## config.mk

```make
export PLATFORM = sky130hd
export DESIGN_NAME = circular_window_sum
export DESIGN_NICKNAME = d
export VERILOG_FILES = /design/src/cws_pkg.sv /design/src/cws_store.sv /design/src/cws_accum.sv /design/src/cws_seq.sv /design/src/circular_window_sum.sv
export SDC_FILE = /design/constraint.sdc
export NUM_CORES = 1
export LEC_CHECK = 0
export BUFFER_PORTS_ARGS = -buffer_cell sky130_fd_sc_hd__buf_2
export CORE_MARGIN = 1
export CORE_UTILIZATION = 50
export CTS_CLUSTER_SIZE = 28
export DETAILED_ROUTE_END_ITERATION = 8
export HOLD_SLACK_MARGIN = 0.05
export MAX_ROUTING_LAYER = met4
export PLACE_DENSITY = 0.8
export SYNTH_ARGS = -nofsm -noshare
export SYNTH_HDL_FRONTEND = slang
export SYNTH_SLANG_ARGS = --single-unit
```

## constraint.sdc

```tcl
create_clock -name clk_i -period 3.2 [get_ports clk_i]
set_clock_uncertainty 0.05 [all_clocks]
set_input_delay 0 -clock clk_i [delete_from_list [all_inputs] [get_ports clk_i]]
set_output_delay 0 -clock clk_i [all_outputs]
set_load 0.03 [all_outputs]
```

## src/cws_pkg.sv

```systemverilog
// ----------------------------------------------------------------------------
// cws_pkg
// Shared types and fixed widths for the circular window sum block.
// ----------------------------------------------------------------------------
package cws_pkg;

  // fixed field widths
  localparam int WINDOW_W = 6;
  localparam int TOTAL_W  = 21;

  // sequencer states
  typedef enum logic [2:0] {
    ST_LOAD,
    ST_SETUP,
    ST_READ,
    ST_DRAIN,
    ST_EMIT
  } seq_state_e;

  // control from the sequencer to the datapath
  typedef struct packed {
    logic acc_clear;
    logic acc_add;
    logic emit;
    logic last;
  } seq_ctl_t;

endpackage

```

## src/cws_store.sv

```systemverilog
// ----------------------------------------------------------------------------
// cws_store
// Sample memory: one write port, one read port with registered read data.
// ----------------------------------------------------------------------------
module cws_store #(
  parameter int DEPTH        = 32,
  parameter int SAMPLE_WIDTH = 16,
  parameter int ADDR_W       = 5
) (
  input  logic                           clk_i,
  input  logic                           we_i,
  input  logic [ADDR_W-1:0]              waddr_i,
  input  logic signed [SAMPLE_WIDTH-1:0] wdata_i,
  input  logic [ADDR_W-1:0]              raddr_i,
  output logic signed [SAMPLE_WIDTH-1:0] rdata_o
);

  logic signed [SAMPLE_WIDTH-1:0] mem [DEPTH];
  logic signed [SAMPLE_WIDTH-1:0] rdata_q;

  // write port
  always_ff @(posedge clk_i) begin
    if (we_i) begin
      mem[waddr_i] <= wdata_i;
    end
  end

  // registered read port
  always_ff @(posedge clk_i) begin
    rdata_q <= mem[raddr_i];
  end

  assign rdata_o = rdata_q;

endmodule

```

## src/cws_accum.sv

```systemverilog
// ----------------------------------------------------------------------------
// cws_accum
// Shared adder and accumulator with saturation of the total to 21 bits.
// ----------------------------------------------------------------------------
module cws_accum #(
  parameter int SAMPLE_WIDTH = 16
) (
  input  logic                                clk_i,
  input  cws_pkg::seq_ctl_t                   ctl_i,
  input  logic signed [SAMPLE_WIDTH-1:0]      rdata_i,
  output logic signed [cws_pkg::TOTAL_W-1:0]  total_o
);

  localparam int ACC_W = SAMPLE_WIDTH + cws_pkg::WINDOW_W;
  localparam int CMP_W = (ACC_W > cws_pkg::TOTAL_W) ? ACC_W : cws_pkg::TOTAL_W;
  localparam logic signed [CMP_W-1:0] TOT_MAX =
    {{(CMP_W - cws_pkg::TOTAL_W + 1){1'b0}}, {(cws_pkg::TOTAL_W - 1){1'b1}}};
  localparam logic signed [CMP_W-1:0] TOT_MIN = ~TOT_MAX;

  logic signed [ACC_W-1:0] acc_q, acc_d;
  logic signed [CMP_W-1:0] acc_x;
  logic signed [CMP_W-1:0] sat;

  // accumulate one sample per read beat
  always_comb begin
    acc_d = acc_q;
    if (ctl_i.acc_clear) begin
      acc_d = '0;
    end else if (ctl_i.acc_add) begin
      acc_d = acc_q + ACC_W'(rdata_i);
    end
  end

  always_ff @(posedge clk_i) begin
    acc_q <= acc_d;
  end

  // clamp to the output range
  always_comb begin
    acc_x = CMP_W'(acc_q);
    if (acc_x > TOT_MAX) begin
      sat = TOT_MAX;
    end else if (acc_x < TOT_MIN) begin
      sat = TOT_MIN;
    end else begin
      sat = acc_x;
    end
  end

  assign total_o = sat[cws_pkg::TOTAL_W-1:0];

endmodule

```

## src/cws_seq.sv

```systemverilog
// ----------------------------------------------------------------------------
// cws_seq
// Sequencer: loads samples, then walks every position and its window
// one memory read at a time.
// ----------------------------------------------------------------------------
module cws_seq #(
  parameter int DEPTH  = 32,
  parameter int POS_W  = 5,
  parameter int CNT_W  = 6
) (
  input  logic                                clk_i,
  input  logic                                rst_ni,
  input  logic                                in_valid_i,
  input  logic                                final_i,
  output logic                                in_ready_o,
  input  logic signed [cws_pkg::WINDOW_W-1:0] window_i,
  input  logic                                out_free_i,
  output cws_pkg::seq_ctl_t                   ctl_o,
  output logic                                wr_en_o,
  output logic [POS_W-1:0]                    wr_addr_o,
  output logic [POS_W-1:0]                    rd_addr_o,
  output logic [CNT_W-1:0]                    count_o,
  output logic                                ovf_o,
  output logic [POS_W-1:0]                    pos_o
);

  cws_pkg::seq_state_e state_q, state_d;
  logic [CNT_W-1:0]             count_q, count_d;
  logic                         ovf_q, ovf_d;
  logic [POS_W-1:0]             pos_q, pos_d;
  logic [POS_W-1:0]             idx_q, idx_d;
  logic [cws_pkg::WINDOW_W-1:0] left_q, left_d;
  logic                         rd_pend_q;
  logic [cws_pkg::WINDOW_W-1:0] cnt_abs;
  logic                         fwd;
  logic                         last;

  // next index around the ring, forward or backward
  function automatic logic [POS_W-1:0] step_idx(input logic [POS_W-1:0] idx,
                                                 input logic [CNT_W-1:0] n,
                                                 input logic dir_fwd);
    logic [POS_W-1:0] res;
    if (dir_fwd) begin
      res = (CNT_W'(idx) == n - CNT_W'(1)) ? '0 : idx + POS_W'(1);
    end else begin
      res = (idx == '0) ? POS_W'(n - CNT_W'(1)) : idx - POS_W'(1);
    end
    return res;
  endfunction

  // window length and direction
  assign cnt_abs = window_i[cws_pkg::WINDOW_W-1] ? cws_pkg::WINDOW_W'(-window_i)
                                                 : cws_pkg::WINDOW_W'(window_i);
  assign fwd  = !window_i[cws_pkg::WINDOW_W-1];
  assign last = (CNT_W'(pos_q) == count_q - CNT_W'(1));

  // next state and control
  always_comb begin
    state_d  = state_q;
    count_d  = count_q;
    ovf_d    = ovf_q;
    pos_d    = pos_q;
    idx_d    = idx_q;
    left_d   = left_q;
    wr_en_o  = 1'b0;
    ctl_o    = '0;
    ctl_o.acc_add = rd_pend_q;
    ctl_o.last    = last;
    unique case (state_q)
      cws_pkg::ST_LOAD: begin
        if (in_valid_i) begin
          if (count_q < CNT_W'(DEPTH)) begin
            wr_en_o = 1'b1;
            count_d = count_q + CNT_W'(1);
          end else begin
            ovf_d = 1'b1;
          end
          if (final_i) begin
            pos_d   = '0;
            state_d = cws_pkg::ST_SETUP;
          end
        end
      end
      cws_pkg::ST_SETUP: begin
        ctl_o.acc_clear = 1'b1;
        idx_d  = step_idx(pos_q, count_q, fwd);
        left_d = cnt_abs;
        state_d = (cnt_abs == '0) ? cws_pkg::ST_EMIT : cws_pkg::ST_READ;
      end
      cws_pkg::ST_READ: begin
        idx_d  = step_idx(idx_q, count_q, fwd);
        left_d = left_q - cws_pkg::WINDOW_W'(1);
        if (left_q == cws_pkg::WINDOW_W'(1)) begin
          state_d = cws_pkg::ST_DRAIN;
        end
      end
      cws_pkg::ST_DRAIN: begin
        state_d = cws_pkg::ST_EMIT;
      end
      cws_pkg::ST_EMIT: begin
        if (out_free_i) begin
          ctl_o.emit = 1'b1;
          if (last) begin
            count_d = '0;
            ovf_d   = 1'b0;
            state_d = cws_pkg::ST_LOAD;
          end else begin
            pos_d   = pos_q + POS_W'(1);
            state_d = cws_pkg::ST_SETUP;
          end
        end
      end
      default: begin
        state_d = cws_pkg::ST_LOAD;
      end
    endcase
  end

  // control registers
  always_ff @(posedge clk_i or negedge rst_ni) begin
    if (!rst_ni) begin
      state_q   <= cws_pkg::ST_LOAD;
      count_q   <= '0;
      ovf_q     <= 1'b0;
      rd_pend_q <= 1'b0;
    end else begin
      state_q   <= state_d;
      count_q   <= count_d;
      ovf_q     <= ovf_d;
      rd_pend_q <= (state_q == cws_pkg::ST_READ);
    end
  end

  // position and read pointer
  always_ff @(posedge clk_i) begin
    pos_q  <= pos_d;
    idx_q  <= idx_d;
    left_q <= left_d;
  end

  assign in_ready_o = (state_q == cws_pkg::ST_LOAD);
  assign wr_addr_o  = POS_W'(count_q);
  assign rd_addr_o  = idx_q;
  assign count_o    = count_q;
  assign ovf_o      = ovf_q;
  assign pos_o      = pos_q;

endmodule

```

## src/circular_window_sum.sv

```systemverilog
// ----------------------------------------------------------------------------
// circular_window_sum
// Circular sliding-window sum over a loaded array of signed samples.
// ----------------------------------------------------------------------------
// Samples load at one beat per cycle until a beat marked final_sample; beats
// beyond DEPTH are dropped and reported through truncated. The block then
// emits one result per loaded position: the sum of the |window| following
// (window > 0) or preceding (window < 0) elements, wrapping around the array,
// saturated to 21 bits. All window reads go through the single read port of
// the sample memory into one shared adder, one element per cycle. Each
// position runs setup, one read per element, drain and emit (setup and emit
// alone for a zero window); input is not taken during emission. The last
// result may still wait at the output while the next array loads.
// ----------------------------------------------------------------------------
module circular_window_sum #(
  parameter int DEPTH        = 32,
  parameter int SAMPLE_WIDTH = 16
) (
  input  logic                                clk_i,
  input  logic                                rst_ni,
  // configuration
  input  logic                                cfg_we_i,
  input  logic signed [cws_pkg::WINDOW_W-1:0] cfg_wdata_i,
  // input channel
  input  logic                                in_valid_i,
  output logic                                in_ready_o,
  input  logic signed [SAMPLE_WIDTH-1:0]      sample_i,
  input  logic                                final_sample_i,
  // output channel
  output logic                                out_valid_o,
  input  logic                                out_ready_i,
  output logic signed [cws_pkg::TOTAL_W-1:0]  window_total_o,
  output logic [((DEPTH > 1) ? $clog2(DEPTH) : 1)-1:0] position_o,
  output logic                                run_end_o,
  output logic                                truncated_o
);

  localparam int POS_W = (DEPTH > 1) ? $clog2(DEPTH) : 1;
  localparam int CNT_W = $clog2(DEPTH + 1);

  logic signed [cws_pkg::WINDOW_W-1:0] window_q;
  cws_pkg::seq_ctl_t                   ctl;
  logic                                wr_en;
  logic [POS_W-1:0]                    wr_addr;
  logic [POS_W-1:0]                    rd_addr;
  logic [CNT_W-1:0]                    count;
  logic                                ovf;
  logic [POS_W-1:0]                    pos;
  logic signed [SAMPLE_WIDTH-1:0]      rdata;
  logic signed [cws_pkg::TOTAL_W-1:0]  total;
  logic                                out_free;

  logic                                ovalid_q;
  logic signed [cws_pkg::TOTAL_W-1:0]  total_q;
  logic [POS_W-1:0]                    pos_q;
  logic                                end_q;
  logic                                trunc_q;

  // window register
  always_ff @(posedge clk_i or negedge rst_ni) begin
    if (!rst_ni) begin
      window_q <= '0;
    end else if (cfg_we_i) begin
      window_q <= cfg_wdata_i;
    end
  end

  assign out_free = !ovalid_q || out_ready_i;

  cws_seq #(
    .DEPTH (DEPTH),
    .POS_W (POS_W),
    .CNT_W (CNT_W)
  ) u_seq (
    .clk_i      (clk_i),
    .rst_ni     (rst_ni),
    .in_valid_i (in_valid_i),
    .final_i    (final_sample_i),
    .in_ready_o (in_ready_o),
    .window_i   (window_q),
    .out_free_i (out_free),
    .ctl_o      (ctl),
    .wr_en_o    (wr_en),
    .wr_addr_o  (wr_addr),
    .rd_addr_o  (rd_addr),
    .count_o    (count),
    .ovf_o      (ovf),
    .pos_o      (pos)
  );

  cws_store #(
    .DEPTH        (DEPTH),
    .SAMPLE_WIDTH (SAMPLE_WIDTH),
    .ADDR_W       (POS_W)
  ) u_store (
    .clk_i   (clk_i),
    .we_i    (wr_en),
    .waddr_i (wr_addr),
    .wdata_i (sample_i),
    .raddr_i (rd_addr),
    .rdata_o (rdata)
  );

  cws_accum #(
    .SAMPLE_WIDTH (SAMPLE_WIDTH)
  ) u_accum (
    .clk_i   (clk_i),
    .ctl_i   (ctl),
    .rdata_i (rdata),
    .total_o (total)
  );

  // output beat valid
  always_ff @(posedge clk_i or negedge rst_ni) begin
    if (!rst_ni) begin
      ovalid_q <= 1'b0;
    end else if (ctl.emit) begin
      ovalid_q <= 1'b1;
    end else if (out_ready_i) begin
      ovalid_q <= 1'b0;
    end
  end

  // output beat payload
  always_ff @(posedge clk_i) begin
    if (ctl.emit) begin
      total_q <= total;
      pos_q   <= pos;
      end_q   <= ctl.last;
      trunc_q <= ovf;
    end
  end

  assign out_valid_o    = ovalid_q;
  assign window_total_o = total_q;
  assign position_o     = pos_q;
  assign run_end_o      = end_q;
  assign truncated_o    = trunc_q;

  // fill count never exceeds the memory depth
  a_count_bound: assert property (@(posedge clk_i) disable iff (!rst_ni)
    count <= CNT_W'(DEPTH))
    else $error("fill count above depth");

  // after the final position the block takes input again
  a_end_to_load: assert property (@(posedge clk_i) disable iff (!rst_ni)
    (ctl.emit && ctl.last) |=> in_ready_o)
    else $error("not ready after final position");

  // no memory read is in flight while loading
  a_no_read_in_load: assert property (@(posedge clk_i) disable iff (!rst_ni)
    in_ready_o |-> !ctl.acc_add)
    else $error("accumulate during load");

  // a beat is only emitted into a free output register
  a_emit_free: assert property (@(posedge clk_i) disable iff (!rst_ni)
    ctl.emit |-> (!out_valid_o || out_ready_i))
    else $error("emit over a pending beat");

endmodule
```

==> results of run 1 <==
## state kept, by name, summed over array words and instances (netlist names), 3 cells and up
| register | count |
|---|---|
| u_store.mem | 512 |
| u_accum.acc_q | 22 |
| window_total_o | 21 |
| u_store.rdata_o | 16 |
| u_seq.count_o | 6 |
| u_seq.left_q | 6 |
| window_q | 6 |
| position_o | 5 |
| u_seq.pos_o | 5 |
| u_seq.rd_addr_o | 5 |
| u_seq.state_q | 3 |
## metal layers
metal	vias up	wire length, um
met5	-	0
met4	0	1630
met3	122	4520
met2	597	27000
met1	6784	21700
li1	5699	-
## path summary, 6_finish.rpt
path	startpoint	end	slack, ns	depth (start not counted)
worst max register to register	u_seq.count_o[1]$_DFFE_PN0P_	u_seq.state_q[0]$_DFFE_PN0P_	0.20	11
min in group asynchronous	rst_ni	u_seq.state_q[2]$_DFFE_PN0P_	0.55	3
max in group asynchronous	rst_ni	u_seq.count_o[4]$_DFFE_PN0P_	1.95	3
worst min register to register	u_seq.ovf_o$_DFFE_PN0P_	truncated_o$_DFFE_PP_	0.43	0
worst min-delay path	cfg_we_i	window_q[5]$_DFFE_PN0P_	0.17	3
worst max-delay path	u_seq.count_o[1]$_DFFE_PN0P_	u_seq.state_q[0]$_DFFE_PN0P_	0.20	11
## cell type report
class                   instances  area share
flip-flops and latches        612       0.620
clock buffers                  75      0.0539
inverters                      19     0.00247
clock inverters                33      0.0117
multi-input cells             643       0.237
repair buffers                169      0.0462
well taps                     664      0.0288
## Yosys cell counts (7+ instances only)
library cell	instances	area, sq um
mux2_2	20	225
nand2b_1	7	43.8
xnor2_1	25	219
clkbuf_1	40	150
ha_1	33	413
nand2_1	64	240
dfxtp_1	38	761
o21ai_0	49	245
nand4_1	7	43.8
inv_1	19	71.3
edfxtp_1	556	16700
xor2_1	21	184
nor3_1	13	65.1
mux2i_1	16	160
a21o_1	9	67.6
mux4_2	160	3600
buf_2	7	35.0
buf_1	13	48.8
dfrtp_1	18	450
nor2_1	95	357
nand3_1	11	55.1
a21oi_1	40	200
## what timing repair did
item	CTS	global route
setup endpoints to repair	0	1
endpoints found under the hold margin	547	0
hold buffers	38	0
resized for setup	0	1
## worst min-delay path, cell delays in order
cell and delay (ns):
buf_2 0.16, o21ai_0 0.08, dlygate4sd3_1 0.55
## per-stage QoR
step           setup WS, ns  hold slack, ns  cells  instance area (sq um)   util
2_1_floorplan         0.499          -0.346   1341                  25000      -
3_3_place_gp          0.613         -0.0784   2069                  26600  0.541
3_5_place_dp          0.495         -0.0658   2069                  26600  0.541
4_1_cts               0.188           0.151   2215                  28900  0.587
5_1_grt              0.0134           0.213   2215                  28900  0.587
6_report              0.201           0.172   2215                  28900  0.587
## power by group
part	internal (W)	leakage, nW	switching (W)
Combinational	0.00418	3.12	0.00451
Sequential	0.00949	5.56	0.000659
Clock	0.00386	0.923	0.00297
Total	0.0175	9.61	0.00813
## logic make-up (layout without fill, tap and decap cells)
group,count (synthesis),in the layout,synth area share
compound gates,137,137,0.0333
buf+inv,86,296,0.0144
mux,196,196,0.159
fa+ha+maj,34,34,0.0173
simple gates,226,226,0.0412
flops,612,612,0.715
xor+xnor,50,50,0.0191
==> results.toml, run 1 <==
[global_route]
grt_max_degree = 42
grt_overflow = 0
antenna_found_initial = 1
busiest_layer = "met2"
use_met1 = 0.302
grtUsageMet2 = 0.368
grt_pass1_vias = 13336
track_usage = 0.230
grt_pass1_wl_mm = 82.6
grt_use_met3 = 0.0358

[route]
viasPerCell = 5.96
avgRoutedWirePerCell_um = 24.7
drc = 0
drtIter0Drc = 1461
first_pass_iters = 5
num_vias = 13202
ant_nets = 0
totalWireLength_mm = 54.8

[clocking]
cts-root-buf = "clkbuf_16"
postCtsSetupBuffers = 0
clk_latency_ns = 0.64
cts_tree = "yes"
cts.sinks = 612
h-tree-depth = 2
cts_buffers = 57
clock_path_buffers = 3
clk_pin_slew_ns = 0.07

[synth]
seq_area_frac_synth = 0.715
ys.flop_type = "edfxtp_1"
synth_edf_count = 556
synth_seq_cells = 612
ys_types = 61
synthArstFlopShare = 0.0294
synth_nets = 1403
yosysWarnings = 0
syn_area_sq_mm = 0.0250
avgSynthCellArea_sq_um = 18.7
syn-instance-count = 1341

[floorplanning]
die_area_sq_mm = 0.0510
die_y_um = 226
fp.dieW_um = 226
coreArea_sq_mm = 0.0492
start_util = 0.509
ios = 58
fp-row-count = 81

[finish]
multi_input_area_sq_mm = 0.00684
area_delta_synth_final_pct = 15.3
final_common_cell = "edfxtp_1"
nets = 1564
antenna_cells = 0
drive_above_1_share = 0.282
seq_area_sq_mm = 0.0179
final.fill_count = 3440
final_cell_mix = "556 x edfxtp_1, 160 x mux4_2, 73 x nor2_1"

[place]
place_congestion = 0.890
place.detailed.hpwl_mm = 32.3
port_buffers = 57

[outcome]
status = "finished clean"

[power]
power_w = 0.0257
p_leak_nw = 9.61
powerDensity_mw_per_mm2 = 889
vdd_ir_drop_max_v = 0.000573

[setup_path]
worstSetupEndpointType = "register"
path_cells = "inv_1, ha_1, nor3b_4, xnor2_4, xnor2_1, nor4b_4, buf_4, nor2_1, a21oi_1, a211oi_1, dlygate4sd3_1"
slowest_delay_ns = 0.56
critPathTopFamily = "buffers and inverters"
crit_buf_inv = 3
cpMaxStageDelayCell = "dlygate4sd3_1"
crit_type = "register to register"
cp_max_fo = 6
start_kind = "register"
critPathRequiredTime_ns = 3.66
cp_data_arrival_time_ns = 3.46

[sta]
fmax_mhz = 333
min_period_ns = 3.00
finalSetupViolations = 0
finalSetupTns_ns = 0
worstMarginPinSlew_ns = 0.972
hold_viol = 0
slew_violations = 0
timing.slew.headroom = 0.350
rsz0062_at_grt = "no"
post-route-period-util = 0.937

[flow_run]
cap_viol_max_count = 0

[worst_hold_path]
hold_class = "input port to register"
(Power assumes the default switching activity.)
==> run 2, diff against run 1 <==
--- a/config.mk
+++ b/config.mk
@@ -6,13 +6,15 @@
 export NUM_CORES = 1
 export LEC_CHECK = 0
 export BUFFER_PORTS_ARGS = -buffer_cell sky130_fd_sc_hd__buf_2
+export CELL_PAD_IN_SITES_DETAIL_PLACEMENT = 1
+export CELL_PAD_IN_SITES_GLOBAL_PLACEMENT = 2
 export CORE_MARGIN = 1
-export CORE_UTILIZATION = 50
+export CORE_UTILIZATION = 40
 export CTS_CLUSTER_SIZE = 28
 export DETAILED_ROUTE_END_ITERATION = 8
 export HOLD_SLACK_MARGIN = 0.05
 export MAX_ROUTING_LAYER = met4
-export PLACE_DENSITY = 0.8
+export PLACE_DENSITY = 0.81
 export SYNTH_ARGS = -nofsm -noshare
 export SYNTH_HDL_FRONTEND = slang
 export SYNTH_SLANG_ARGS = --single-unit
==> run 2 against run 1 <==
  * Final area rose by 1.9%
  * Largest cell class unchanged
  * Setup slack got worse by 0.015 ns
  * Largest power group unchanged
  * Clock-buffer cell count is 8 higher
  * Combinational power increased by 3.5%
==> results.toml, run 2 (synthesis results as in run 1) <==
[place]
place_congestion = 0.856
port_buffers = 57
place.detailed.hpwl_mm = 36.1
place_inst = 2236

[route]
drc = 0
avgRoutedWirePerCell_um = 24.6
viasPerCell = 5.48
drtIter0Drc = 1043
num_vias = 13143
ant_nets = 0
totalWireLength_mm = 59.0
first_pass_iters = 5

[finish]
post-route-util = 0.476
final_cell_mix = "556 x edfxtp_1, 160 x mux4_2, 70 x clkbuf_16"
area_delta_synth_final_pct = 17.5
top_register = "u_store.mem"
final_cells = 2399
nets = 1570
largest_reg_flops = 512
final_common_cell = "edfxtp_1"
drive_above_1_share = 0.292

[power]
powerDensity_mw_per_mm2 = 906
p_sw_frac = 0.318
p_clk_frac = 0.286
p_int_w = 0.0182
power.switching_w = 0.00848
p_seq_frac = 0.377
comb_power_share = 0.337
p_leak_nw = 9.75
vdd_ir_drop_max_v = 0.000562

[clocking]
clk_pin_slew_ns = 0.06
h-tree-depth = 3
cts_tree = "yes"
clock_path_buffers = 3
cts-root-buf = "clkbuf_16"
cts_buffers = 66
cts.sinks = 612
clk_latency_ns = 0.60

[sta]
min_period_ns = 3.01
timing.slew.headroom = 0.327
fin_hold_ws_ns = 0.218
slew_violations = 0
hold_viol = 0
fmax_mhz = 332
finalSetupViolations = 0
rsz0062_at_grt = "yes"
worstMarginPinSlew_ns = 1.01
post-route-period-util = 0.942

[global_route]
grt_overflow = 0
grt_pass1_wl_mm = 88.9
track_usage = 0.195
grt_pass1_vias = 14107
antenna_found_initial = 3
grt_max_degree = 42

[setup_path]
r2r_slack_ns = 0.19
crit_start = "u_seq.state_q[1]$_DFFE_PN0P_"
rr_worst_depth = 6
crit_type = "register to register"
cp_max_fo = 16
cp_data_arrival_time_ns = 3.23
r2r_start = "u_seq.state_q[1]$_DFFE_PN0P_"
start_kind = "register"
reg2reg_to = "u_store.mem[19][14]$_DFFE_PP_"
worstSetupEndpointType = "register"
critPathRequiredTime_ns = 3.41

[floorplanning]
fp.dieW_um = 252
fp-row-count = 91
die_y_um = 252
coreArea_sq_mm = 0.0618
ios = 58
die_area_sq_mm = 0.0636
start_util = 0.405

[outcome]
status = "finished clean"

[worst_hold_path]
hold_depth = 3
hold_class = "input port to register"
hold_end = "window_q[1]$_DFFE_PN0P_"
min-delay-start = "cfg_we_i"

[flow_run]
cap_viol_max_count = 0
-- run 2: worst max-delay path, stage by stage (launching register included) --
cell     delay (ns)
dfrtp_1        0.50
nor2_1         0.28
and3_1         0.26
nor2b_1        0.47
nand2_1        0.53
nor2_2         0.24
buf_4          0.34
-- run 2: what timing repair did --
action / CTS / global route
gates resized for setup: 0 / 1
hold buffers: 38 / 0
buffers inserted: 0 / 3
endpoints found under the hold margin: 541 / 0
endpoints found under the setup margin: 0 / 90
-- run 2: cell type report --
type                    instances  area [sq um]
diodes                          1          2.50
clock buffers                  83          1830
clock inverters                38           358
fillers                      5758         32400
inverters                      19          71.3
multi-input cells             643          6860
flip-flops and latches        612         17900
well taps                     837          1050
repair buffers                166          1350
-- run 2: how the worst max path moves through the flow --
stage,end,depth (start not counted)
6_report,u_store.mem[19][14]$_DFFE_PP_,6
5_1_grt,u_store.mem[27][14]$_DFFE_PP_,6
3_3_place_gp,u_seq.rd_addr_o[2]$_DFFE_PP_,9
2_1_floorplan,u_store.mem[31][0]$_DFFE_PP_,7
4_1_cts,u_seq.state_q[0]$_DFFE_PN0P_,10
3_5_place_dp,u_store.mem[19][3]$_DFFE_PP_,6
-- run 2: stage by stage --
step           cell area [sq um]  power [W]  setup WS (ns)  TNS (ns)
2_1_floorplan              25000     0.0165          0.499         0
3_3_place_gp               26800     0.0189          0.409         0
3_5_place_dp               26800     0.0191          0.208         0
4_1_cts                    29400     0.0269         0.0474         0
5_1_grt                    29400     0.0279        -0.0457     -2.39
6_report                   29400     0.0267          0.186         0
-- run 2: power groups by stage --
stage,Sequential [W],Clock (W),Combinational [W]
after detailed placement,0.0102,0,0.00894
after global placement,0.0102,0,0.00872
final,0.0100,0.00763,0.00898
after floorplan,0.0100,0,0.00643
after CTS,0.0100,0.00780,0.00908
after global routing,0.0101,0.00805,0.00974
-- run 2: layer usage --
| metal | share of wire | GRT usage | wire length, um |
|---|---|---|---|
| met5 | 0 | - | 0 |
| met4 | 0.026 | 0.0608 | 1520 |
| met3 | 0.048 | 0.0312 | 2810 |
| met2 | 0.51 | 0.324 | 30000 |
| met1 | 0.42 | 0.248 | 24700 |
